[src/rtl/md5_pkg.sv]
`timescale 1ns / 1ps
package md5_pkg;

    localparam int unsigned WordW  = 32;
    localparam int unsigned Rounds = 64;

    localparam logic [WordW-1:0] InitA = 32'h67452301;
    localparam logic [WordW-1:0] InitB = 32'hefcdab89;
    localparam logic [WordW-1:0] InitC = 32'h98badcfe;
    localparam logic [WordW-1:0] InitD = 32'h10325476;

    localparam logic [7:0] PadByte  = 8'h80;
    localparam logic [5:0] LenStart = 6'd56;

    typedef enum logic [2:0] {
        t_st_idle,
        t_st_pad,
        t_st_round,
        t_st_fold,
        t_st_emit
    } t_state;

    typedef struct packed {
        logic       start;
        logic       busy;
        logic       done;
    } t_round_ctl;

    function automatic logic [WordW-1:0] round_add(input logic [5:0] r);
        logic [WordW-1:0] k;
        begin
            case (r)
                6'd0: k = 32'hd76aa478;  6'd1: k = 32'he8c7b756;
                6'd2: k = 32'h242070db;  6'd3: k = 32'hc1bdceee;
                6'd4: k = 32'hf57c0faf;  6'd5: k = 32'h4787c62a;
                6'd6: k = 32'ha8304613;  6'd7: k = 32'hfd469501;
                6'd8: k = 32'h698098d8;  6'd9: k = 32'h8b44f7af;
                6'd10: k = 32'hffff5bb1; 6'd11: k = 32'h895cd7be;
                6'd12: k = 32'h6b901122; 6'd13: k = 32'hfd987193;
                6'd14: k = 32'ha679438e; 6'd15: k = 32'h49b40821;
                6'd16: k = 32'hf61e2562; 6'd17: k = 32'hc040b340;
                6'd18: k = 32'h265e5a51; 6'd19: k = 32'he9b6c7aa;
                6'd20: k = 32'hd62f105d; 6'd21: k = 32'h02441453;
                6'd22: k = 32'hd8a1e681; 6'd23: k = 32'he7d3fbc8;
                6'd24: k = 32'h21e1cde6; 6'd25: k = 32'hc33707d6;
                6'd26: k = 32'hf4d50d87; 6'd27: k = 32'h455a14ed;
                6'd28: k = 32'ha9e3e905; 6'd29: k = 32'hfcefa3f8;
                6'd30: k = 32'h676f02d9; 6'd31: k = 32'h8d2a4c8a;
                6'd32: k = 32'hfffa3942; 6'd33: k = 32'h8771f681;
                6'd34: k = 32'h6d9d6122; 6'd35: k = 32'hfde5380c;
                6'd36: k = 32'ha4beea44; 6'd37: k = 32'h4bdecfa9;
                6'd38: k = 32'hf6bb4b60; 6'd39: k = 32'hbebfbc70;
                6'd40: k = 32'h289b7ec6; 6'd41: k = 32'heaa127fa;
                6'd42: k = 32'hd4ef3085; 6'd43: k = 32'h04881d05;
                6'd44: k = 32'hd9d4d039; 6'd45: k = 32'he6db99e5;
                6'd46: k = 32'h1fa27cf8; 6'd47: k = 32'hc4ac5665;
                6'd48: k = 32'hf4292244; 6'd49: k = 32'h432aff97;
                6'd50: k = 32'hab9423a7; 6'd51: k = 32'hfc93a039;
                6'd52: k = 32'h655b59c3; 6'd53: k = 32'h8f0ccc92;
                6'd54: k = 32'hffeff47d; 6'd55: k = 32'h85845dd1;
                6'd56: k = 32'h6fa87e4f; 6'd57: k = 32'hfe2ce6e0;
                6'd58: k = 32'ha3014314; 6'd59: k = 32'h4e0811a1;
                6'd60: k = 32'hf7537e82; 6'd61: k = 32'hbd3af235;
                6'd62: k = 32'h2ad7d2bb; 6'd63: k = 32'heb86d391;
                default: k = '0;
            endcase
            return k;
        end
    endfunction

    function automatic logic [4:0] rot_amount(input logic [5:0] r);
        logic [4:0] s;
        begin
            case ({r[5:4], r[1:0]})
                4'd0: s = 5'd7;   4'd1: s = 5'd12;  4'd2: s = 5'd17;  4'd3: s = 5'd22;
                4'd4: s = 5'd5;   4'd5: s = 5'd9;   4'd6: s = 5'd14;  4'd7: s = 5'd20;
                4'd8: s = 5'd4;   4'd9: s = 5'd11;  4'd10: s = 5'd16; 4'd11: s = 5'd23;
                4'd12: s = 5'd6;  4'd13: s = 5'd10; 4'd14: s = 5'd15; 4'd15: s = 5'd21;
                default: s = 5'd0;
            endcase
            return s;
        end
    endfunction

    // Message word used by round r
    function automatic logic [3:0] msg_index(input logic [5:0] r);
        logic [3:0] g;
        begin
            case (r[5:4])
                2'd0: g = r[3:0];
                2'd1: g = 4'(5 * r[3:0] + 1);
                2'd2: g = 4'(3 * r[3:0] + 5);
                default: g = 4'(7 * r[3:0]);
            endcase
            return g;
        end
    endfunction

endpackage

[src/rtl/md5_ram.sv]
`timescale 1ns / 1ps
module md5_ram #(
    parameter int unsigned Width = 32,
    parameter int unsigned Depth = 16
) (
    input  logic                     i_clk,
    input  logic                     i_we,
    input  logic [$clog2(Depth)-1:0] i_waddr,
    input  logic [Width-1:0]         i_wdata,
    input  logic [$clog2(Depth)-1:0] i_raddr,
    output logic [Width-1:0]         o_rdata
);
    logic [Width-1:0] r_mem [Depth];
    logic [Width-1:0] r_rdata;

    always_ff @(posedge i_clk) begin
        if (i_we) begin
            r_mem[i_waddr] <= i_wdata;
        end
        r_rdata <= r_mem[i_raddr];
    end

    assign o_rdata = r_rdata;
endmodule

[src/rtl/md5_round.sv]
`timescale 1ns / 1ps
// Shared round unit: runs the 64 MD5 rounds, one round per cycle. The message word
// for round r is read from the RAM in the cycle before round r (read address driven here).
module md5_round
    import md5_pkg::*;
(
    input  logic             i_clk,
    input  logic             i_rst_n,
    input  logic             i_start,
    input  logic [WordW-1:0] i_a,
    input  logic [WordW-1:0] i_b,
    input  logic [WordW-1:0] i_c,
    input  logic [WordW-1:0] i_d,
    input  logic [WordW-1:0] i_m,
    output logic [3:0]       o_raddr,
    output t_round_ctl       o_ctl,
    output logic [WordW-1:0] o_a,
    output logic [WordW-1:0] o_b,
    output logic [WordW-1:0] o_c,
    output logic [WordW-1:0] o_d
);
    logic [WordW-1:0] r_a, r_b, r_c, r_d;
    logic [WordW-1:0] n_a, n_b, n_c, n_d;
    logic [5:0]       r_rnd, n_rnd;
    logic             r_busy, n_busy;
    logic             r_done, n_done;
    logic [WordW-1:0] f, sum;
    logic [4:0]       sh;

    // Prefetch: at start the word for round 0, while busy the next round's
    assign o_raddr = i_start ? msg_index(6'd0) : msg_index(6'(r_rnd + 6'd1));

    always_comb begin
        case (r_rnd[5:4])
            2'd0: f = (r_b & r_c) | (~r_b & r_d);
            2'd1: f = (r_d & r_b) | (~r_d & r_c);
            2'd2: f = r_b ^ r_c ^ r_d;
            default: f = r_c ^ (r_b | ~r_d);
        endcase
        sum = r_a + f + round_add(r_rnd) + i_m;
        sh  = rot_amount(r_rnd);
    end

    always_comb begin
        n_a = r_a; n_b = r_b; n_c = r_c; n_d = r_d;
        n_rnd  = r_rnd;
        n_busy = r_busy;
        n_done = 1'b0;
        if (i_start) begin
            n_a = i_a; n_b = i_b; n_c = i_c; n_d = i_d;
            n_rnd  = '0;
            n_busy = 1'b1;
        end else if (r_busy) begin
            n_a = r_d;
            n_d = r_c;
            n_c = r_b;
            n_b = r_b + ((sum << sh) | (sum >> (6'd32 - {1'b0, sh})));
            n_rnd = r_rnd + 6'd1;
            if (r_rnd == 6'(Rounds - 1)) begin
                n_busy = 1'b0;
                n_done = 1'b1;
            end
        end
    end

    always_ff @(posedge i_clk) begin
        if (!i_rst_n) begin
            r_busy <= 1'b0;
            r_done <= 1'b0;
            r_rnd  <= '0;
        end else begin
            r_busy <= n_busy;
            r_done <= n_done;
            r_rnd  <= n_rnd;
        end
        r_a <= n_a; r_b <= n_b; r_c <= n_c; r_d <= n_d;
    end

    assign o_ctl = '{start: i_start, busy: r_busy, done: r_done};
    assign o_a = r_a;
    assign o_b = r_b;
    assign o_c = r_c;
    assign o_d = r_d;

    a_no_start_busy: assert property (@(posedge i_clk) disable iff (!i_rst_n)
        r_busy |-> !i_start) else $error("round unit restarted while busy");
    a_done_after_last: assert property (@(posedge i_clk) disable iff (!i_rst_n)
        r_done |-> !r_busy) else $error("done while still busy");
    a_done_pulse: assert property (@(posedge i_clk) disable iff (!i_rst_n)
        r_done |=> !r_done) else $error("done held for two cycles");
endmodule

[src/rtl/md5_message_digest.sv]
`timescale 1ns / 1ps
// Channel | direction | payload                                | handshake
// input   | in        | i_data_byte, i_has_byte, i_end_of_message | i_valid / o_stall
// output  | out       | o_digest_word, o_word_index, o_final_word  | o_valid / i_stall
//
// A byte that does not fill the block is accepted and merged into the word being
// built in the same cycle. A byte that fills the block is accepted, then the shared
// round unit is started and runs the 64 rounds one per cycle, then come the done
// cycle and the fold into the chaining words. Closing pads one byte per cycle up
// to the length words and writes them, compresses once or twice and emits four beats.
// Reset is synchronous and active low; the block buffer is not cleared. A stall
// on the output holds the current digest beat and keeps o_stall high.
module md5_message_digest
    import md5_pkg::*;
(
    input  logic        i_clk,
    input  logic        i_rst_n,
    input  logic        i_valid,
    output logic        o_stall,
    input  logic [7:0]  i_data_byte,
    input  logic        i_has_byte,
    input  logic        i_end_of_message,
    output logic        o_valid,
    input  logic        i_stall,
    output logic [31:0] o_digest_word,
    output logic [1:0]  o_word_index,
    output logic        o_final_word
);
    t_state           r_state, n_state;
    logic [WordW-1:0] r_ca, r_cb, r_cc, r_cd;
    logic [WordW-1:0] n_ca, n_cb, n_cc, n_cd;
    logic [5:0]       r_fill, n_fill;
    logic [63:0]      r_len, n_len;
    logic [63:0]      r_total, n_total;
    logic [WordW-1:0] r_word, n_word;   // word under assembly
    logic             r_closing, n_closing;
    logic             r_last_blk, n_last_blk;
    logic [1:0]       r_idx, n_idx;
    logic             r_pend, n_pend;   // message closing in progress

    // byte placement request (one byte per cycle)
    logic             put_en;
    logic [7:0]       put_byte;
    logic             we;
    logic [3:0]       waddr;
    logic [WordW-1:0] wdata;
    logic             rnd_start;
    logic [3:0]       raddr;
    logic [WordW-1:0] rdata;
    t_round_ctl       rctl;
    logic [WordW-1:0] ra, rb, rc, rd;
    logic [WordW-1:0] word_nx;
    logic             accept;

    md5_ram #(.Width(WordW), .Depth(16)) u_buf (
        .i_clk(i_clk), .i_we(we), .i_waddr(waddr), .i_wdata(wdata),
        .i_raddr(raddr), .o_rdata(rdata)
    );

    md5_round u_round (
        .i_clk(i_clk), .i_rst_n(i_rst_n), .i_start(rnd_start),
        .i_a(r_ca), .i_b(r_cb), .i_c(r_cc), .i_d(r_cd), .i_m(rdata),
        .o_raddr(raddr), .o_ctl(rctl),
        .o_a(ra), .o_b(rb), .o_c(rc), .o_d(rd)
    );

    assign accept  = i_valid && !o_stall;
    assign o_stall = (r_state != t_st_idle);

    always_comb begin
        case (r_fill[1:0])
            2'd0: word_nx = {24'd0, put_byte};
            2'd1: word_nx = {16'd0, put_byte, r_word[7:0]};
            2'd2: word_nx = {8'd0, put_byte, r_word[15:0]};
            default: word_nx = {put_byte, r_word[23:0]};
        endcase
    end

    always_comb begin
        n_state = r_state;
        n_ca = r_ca; n_cb = r_cb; n_cc = r_cc; n_cd = r_cd;
        n_fill = r_fill; n_len = r_len; n_total = r_total;
        n_word = r_word; n_closing = r_closing; n_last_blk = r_last_blk;
        n_idx = r_idx;
        put_en = 1'b0; put_byte = 8'd0;
        we = 1'b0; waddr = r_fill[5:2]; wdata = word_nx;
        rnd_start = 1'b0;
        case (r_state)
            t_st_idle: begin
                if (accept) begin
                    if (i_has_byte) begin
                        put_en = 1'b1; put_byte = i_data_byte;
                        n_len = r_len + 64'd8;
                    end
                    n_closing = i_end_of_message;
                    n_total = i_has_byte ? r_len + 64'd8 : r_len;
                    if (i_has_byte && r_fill == 6'd63) begin
                        n_last_blk = 1'b0;
                        n_state = t_st_round;
                    end else if (i_end_of_message) begin
                        n_state = t_st_pad;
                    end
                end
            end
            t_st_pad: begin
                // 0x80 first, then zeros; the length block ends in the length words
                if (r_closing) begin
                    put_en = 1'b1;
                    put_byte = PadByte;
                    n_closing = 1'b0;
                    n_last_blk = (r_fill < LenStart);
                    if (r_fill == 6'd63) begin
                        n_state = t_st_round;
                    end
                end else if (r_last_blk && r_fill == LenStart) begin
                    we = 1'b1; waddr = 4'd14; wdata = r_total[31:0];
                    n_fill = 6'd60;
                end else if (r_last_blk && r_fill == 6'd60) begin
                    we = 1'b1; waddr = 4'd15; wdata = r_total[63:32];
                    n_fill = 6'd0;
                    n_state = t_st_round;
                end else begin
                    put_en = 1'b1;
                    put_byte = 8'd0;
                    if (r_fill == 6'd63) begin
                        n_state = t_st_round;
                    end
                end
            end
            t_st_round: begin
                if (!rctl.busy && !rctl.done) begin
                    rnd_start = 1'b1;
                end
                if (rctl.done) begin
                    n_state = t_st_fold;
                end
            end
            t_st_fold: begin
                n_ca = r_ca + ra; n_cb = r_cb + rb;
                n_cc = r_cc + rc; n_cd = r_cd + rd;
                n_fill = 6'd0;
                if (r_last_blk) begin
                    n_idx = 2'd0;
                    n_state = t_st_emit;
                end else if (r_pend) begin
                    // still closing: the next block carries the pad or the length
                    n_last_blk = !r_closing;
                    n_state = t_st_pad;
                end else begin
                    n_state = t_st_idle;
                end
            end
            t_st_emit: begin
                if (!i_stall) begin
                    n_idx = r_idx + 2'd1;
                    if (r_idx == 2'd3) begin
                        n_ca = InitA; n_cb = InitB; n_cc = InitC; n_cd = InitD;
                        n_len = '0; n_fill = '0; n_last_blk = 1'b0;
                        n_state = t_st_idle;
                    end
                end
            end
            default: n_state = t_st_idle;
        endcase
        if (put_en) begin
            n_word = word_nx;
            if (r_fill[1:0] == 2'd3) begin
                we = 1'b1; waddr = r_fill[5:2]; wdata = word_nx;
            end
            n_fill = r_fill + 6'd1;
        end
    end

    always_comb begin
        n_pend = r_pend;
        if (r_state == t_st_idle && accept) begin
            n_pend = i_end_of_message;
        end else if (r_state == t_st_emit) begin
            n_pend = 1'b0;
        end
    end

    always_ff @(posedge i_clk) begin
        if (!i_rst_n) begin
            r_state <= t_st_idle;
            r_ca <= InitA; r_cb <= InitB; r_cc <= InitC; r_cd <= InitD;
            r_fill <= '0;
            r_len <= '0;
            r_closing <= 1'b0;
            r_last_blk <= 1'b0;
            r_idx <= '0;
            r_pend <= 1'b0;
        end else begin
            r_state <= n_state;
            r_ca <= n_ca; r_cb <= n_cb; r_cc <= n_cc; r_cd <= n_cd;
            r_fill <= n_fill;
            r_len <= n_len;
            r_closing <= n_closing;
            r_last_blk <= n_last_blk;
            r_idx <= n_idx;
            r_pend <= n_pend;
        end
        r_total <= n_total;
        r_word <= n_word;
    end

    assign o_valid = (r_state == t_st_emit);
    always_comb begin
        case (r_idx)
            2'd0: o_digest_word = r_ca;
            2'd1: o_digest_word = r_cb;
            2'd2: o_digest_word = r_cc;
            default: o_digest_word = r_cd;
        endcase
    end
    assign o_word_index = r_idx;
    assign o_final_word = (r_idx == 2'd3);

    a_stall_hold: assert property (@(posedge i_clk) disable iff (!i_rst_n)
        o_valid && i_stall |=> o_valid && $stable(r_idx))
        else $error("digest beat dropped under stall");
    a_emit_only_last: assert property (@(posedge i_clk) disable iff (!i_rst_n)
        o_valid |-> r_last_blk) else $error("emit without final block");
    a_idle_fill: assert property (@(posedge i_clk) disable iff (!i_rst_n)
        o_final_word && o_valid && !i_stall |=> r_fill == 6'd0)
        else $error("fill not cleared after digest");
endmodule

[config.mk]
export PLATFORM = sky130hd
export DESIGN_NAME = md5_message_digest
export DESIGN_NICKNAME = d
export VERILOG_FILES = /design/src/rtl/md5_pkg.sv /design/src/rtl/md5_ram.sv /design/src/rtl/md5_round.sv /design/src/rtl/md5_message_digest.sv
export SDC_FILE = /design/constraint.sdc
export NUM_CORES = 2
export LEC_CHECK = 0
export BUFFER_PORTS_ARGS = -buffer_cell sky130_fd_sc_hd__buf_2
export CAP_MARGIN = 30
export CORE_MARGIN = 4
export CORE_UTILIZATION = 39
export CTS_CLUSTER_SIZE = 14
export DETAILED_ROUTE_END_ITERATION = 7
export GPL_TIMING_DRIVEN = 0
export HOLD_SLACK_MARGIN = 0.15
export PLACE_DENSITY = 0.58
export SYNTH_ARGS = -nofsm -noshare
export SYNTH_HDL_FRONTEND = slang
export SYNTH_HIERARCHICAL = 1
export SYNTH_SLANG_ARGS = --single-unit
[constraint.sdc]
create_clock -name i_clk -period 13.1 [get_ports i_clk]
set_input_delay 0.655 -clock i_clk [delete_from_list [all_inputs] [get_ports i_clk]]
set_output_delay 0.655 -clock i_clk [all_outputs]
set_load 0.005 [all_outputs]
==> flow_metrics.py <==
metrics = {
    "drt": {
        "vias_per_cell": 6.123,
        "ant_nets": 0,
        "wire_per_inst_um": 28.10,
        "drc": 0,
        "drtIter0Drc": 6076,
        "num_vias": 49530,
        "first_pass_iters": 8,
        "wirelength_mm": 227.3,
    },
    "logic_synthesis": {
        "avgSynthCellArea_um2": 10.47,
        "synth_warnings": 6,
        "syn_area_um2": 59980,
        "syn_nets": 6028,
        "netlist_instances": 5728,
    },
    "clock_network": {
        "cts.sinks": 1005,
        "cts_tree": "done",
        "cts_buffer_depth": 3,
        "postCtsSetupBuffers": 0,
        "clk_pin_slew_ns": 0.07,
        "ctsHoldBuffers": 0,
        "cts_root_buf": "clkbuf_16",
        "cts_buffers": 107,
        "clk_latency_ns": 0.77,
        "htreeDepth": 3,
    },
    "hold_path": {
        "hold_depth": 3,
        "hp-class": "in2reg",
        "min_to": "r_pend",
        "hold_start": "i_end_of_message",
    },
    "die": {
        "die-area_um2": 160100,
        "row_count": 143,
        "ioPinCount": 51,
        "die_y_um": 400.2,
        "core_area_um2": 152400,
        "die_x_um": 400.2,
        "initial_utilization": 0.3934,
    },
    "sta": {
        "finalMaxSlewViolations": 0,
        "max_slew_margin": 0.1775,
        "finalHoldViolations": 0,
        "fin_crit_sh": 0.9693,
        "skew_ns": 0.08168,
        "holdWs_ns": 0.2487,
        "fin_crit_ns": 12.70,
        "setup_viol": 0,
        "rsz0062_at_grt": "false",
        "clock.fmax_mhz": 78.75,
        "worst_pin_slew_ns": 1.221,
    },
    "setup_path": {
        "timing.rr.end": "u_round/o_b[31]",
        "slowest_stage": "clkbuf_1",
        "max_stage_delay_ns": 0.83,
        "reg2reg_from": "u_round/r_rnd[4]",
        "cp-start-kind": "flop",
        "end_kind": "flop",
        "startpoint": "u_round/r_rnd[4]",
        "ff2ff_setup_slack_ns": 0.40,
        "critical_path_class": "reg2reg",
        "critPathMaxFanout": 10,
        "required_ns": 13.65,
        "cp_common_cell": "o21ai_0",
        "arrival_ns": 13.25,
        "r2r_cells": 37,
    },
    "run": {
        "maxCapViolCount": 0,
    },
    "outcome": {
        "status": "finished, final reports clean",
    },
    "place": {
        "gp_congestion": 1.016,
        "dp_hpwl_mm": 171.5,
        "port_buffers": 49,
    },
    "grt": {
        "grt_usage": 0.2765,
        "antenna_found_initial": 10,
        "grt_first_pass_wirelength_mm": 326.7,
        "grt_pass1_vias": 47360,
        "overflow": 0,
        "grt_start_max_net_pins": 53,
    },
    "cells_and_area": {
        "nets": 6262,
        "drive_above_1_share": 0.1077,
        "area_growth_pct": 12.65,
    },
}
==> area by class of cell <==
| type | instances | area (um2) |
|---|---|---|
| Clock inverter | 69 | 805.8 |
| Fill cell | 14440 | 84880 |
| Sequential cell | 1005 | 27380 |
| Clock buffer | 133 | 2867 |
| Inverter | 297 | 1115 |
| Timing Repair Buffer | 125 | 1241 |
| Antenna cell | 4 | 10.01 |
| Tap cell | 2030 | 2540 |
| Multi-Input combinational cell | 4070 | 30200 |
| Buffer | 356 | 1408 |
==> metal layers <==
metal | track usage | up-vias | routed length (um)
met5 | 0 | - | 28
met1 | 0.3756 | 24500 | 94930
li1 | - | 22110 | -
met2 | 0.4315 | 2421 | 101900
met3 | 0.05068 | 493 | 19030
met4 | 0.1224 | 4 | 11460
==> layout by cell type, fill, tap and decap left out, types with 29 or more instances in the layout <==
cell	n
a211oi_1	63
a21boi_0	29
a21o_1	77
a21oi_1	376
a222oi_1	32
a22oi_1	135
a31oi_1	47
and2_1	44
and3_1	42
buf_1	44
buf_2	62
buf_4	34
clkbuf_1	304
clkbuf_16	108
dfxtp_1	280
edfxtp_1	725
fa_1	67
ha_1	219
inv_1	290
mux2_2	115
mux2i_1	87
mux4_2	148
nand2_1	465
nand2b_1	47
nand3_1	135
nand4_1	34
nor2_1	317
nor2b_1	97
nor3_1	168
nor3b_1	43
o211ai_1	45
o21a_1	55
o21ai_0	345
o21bai_1	32
o22ai_1	83
o311a_1	36
o31ai_1	38
or3_1	44
xnor2_1	154
xor2_1	118
==> sequential cells by signal (all words and copies together) (netlist names), 2 cells and up, named ones only <==
signal and cells:
o_word_index 2, r_ca 32, r_cb 32, r_cc 32, r_cd 32, r_fill 6, r_len 61, r_state 3
r_total 61, r_word 24, u_buf/o_rdata 32, u_buf/r_mem 512, u_round/o_a 32, u_round/o_b 32, u_round/o_c 32, u_round/o_d 32
u_round/r_rnd 6, u_round/sh 5
==> repair_timing <==
| item | 4_1_cts | 5_1_grt |
|---|---|---|
| endpoints found under the setup margin | 0 | 3 |
| endpoints found under the hold margin | 0 | 0 |
| resized for setup | 0 | 8 |
==> per-stage QoR <==
| stage | area (um2) | util | setup WS, ns | setup TNS [ns] | instances |
|---|---|---|---|---|---|
| after floorplan | 59980 | - | 4.643 | 0 | 5728 |
| after global placement | 62760 | 0.4117 | -0.2158 | -0.2158 | 7807 |
| after detailed placement | 63820 | 0.4186 | 0.6307 | 0 | 7878 |
| after CTS | 67490 | 0.4427 | 0.6431 | 0 | 8080 |
| after global routing | 67550 | 0.4432 | 0.1088 | 0 | 8085 |
| final | 67560 | 0.4432 | 0.4024 | 0 | 8089 |
==> critical path: cells and delay by family, from the launching register on <==
family          cells  cell delay [ns]
compound gates     19             5.58
simple gates        5             1.16
buf+inv             7             2.87
fa+ha+maj           5             2.05
flops               1             0.43
xor+xnor            1             0.44
==> worst max path at each step <==
| stage | endpoint |
|---|---|
| 2_1_floorplan | u_round/o_b[31] |
| 3_3_place_gp | u_round/o_b[31] |
| 3_5_place_dp | u_round/o_b[31] |
| 4_1_cts | u_round/o_b[31] |
| 5_1_grt | u_round/o_b[31] |
| 6_report | u_round/o_b[31] |
Power is not shown: default switching activity piles up to over one toggle a cycle in this logic, so the estimate is an artifact.
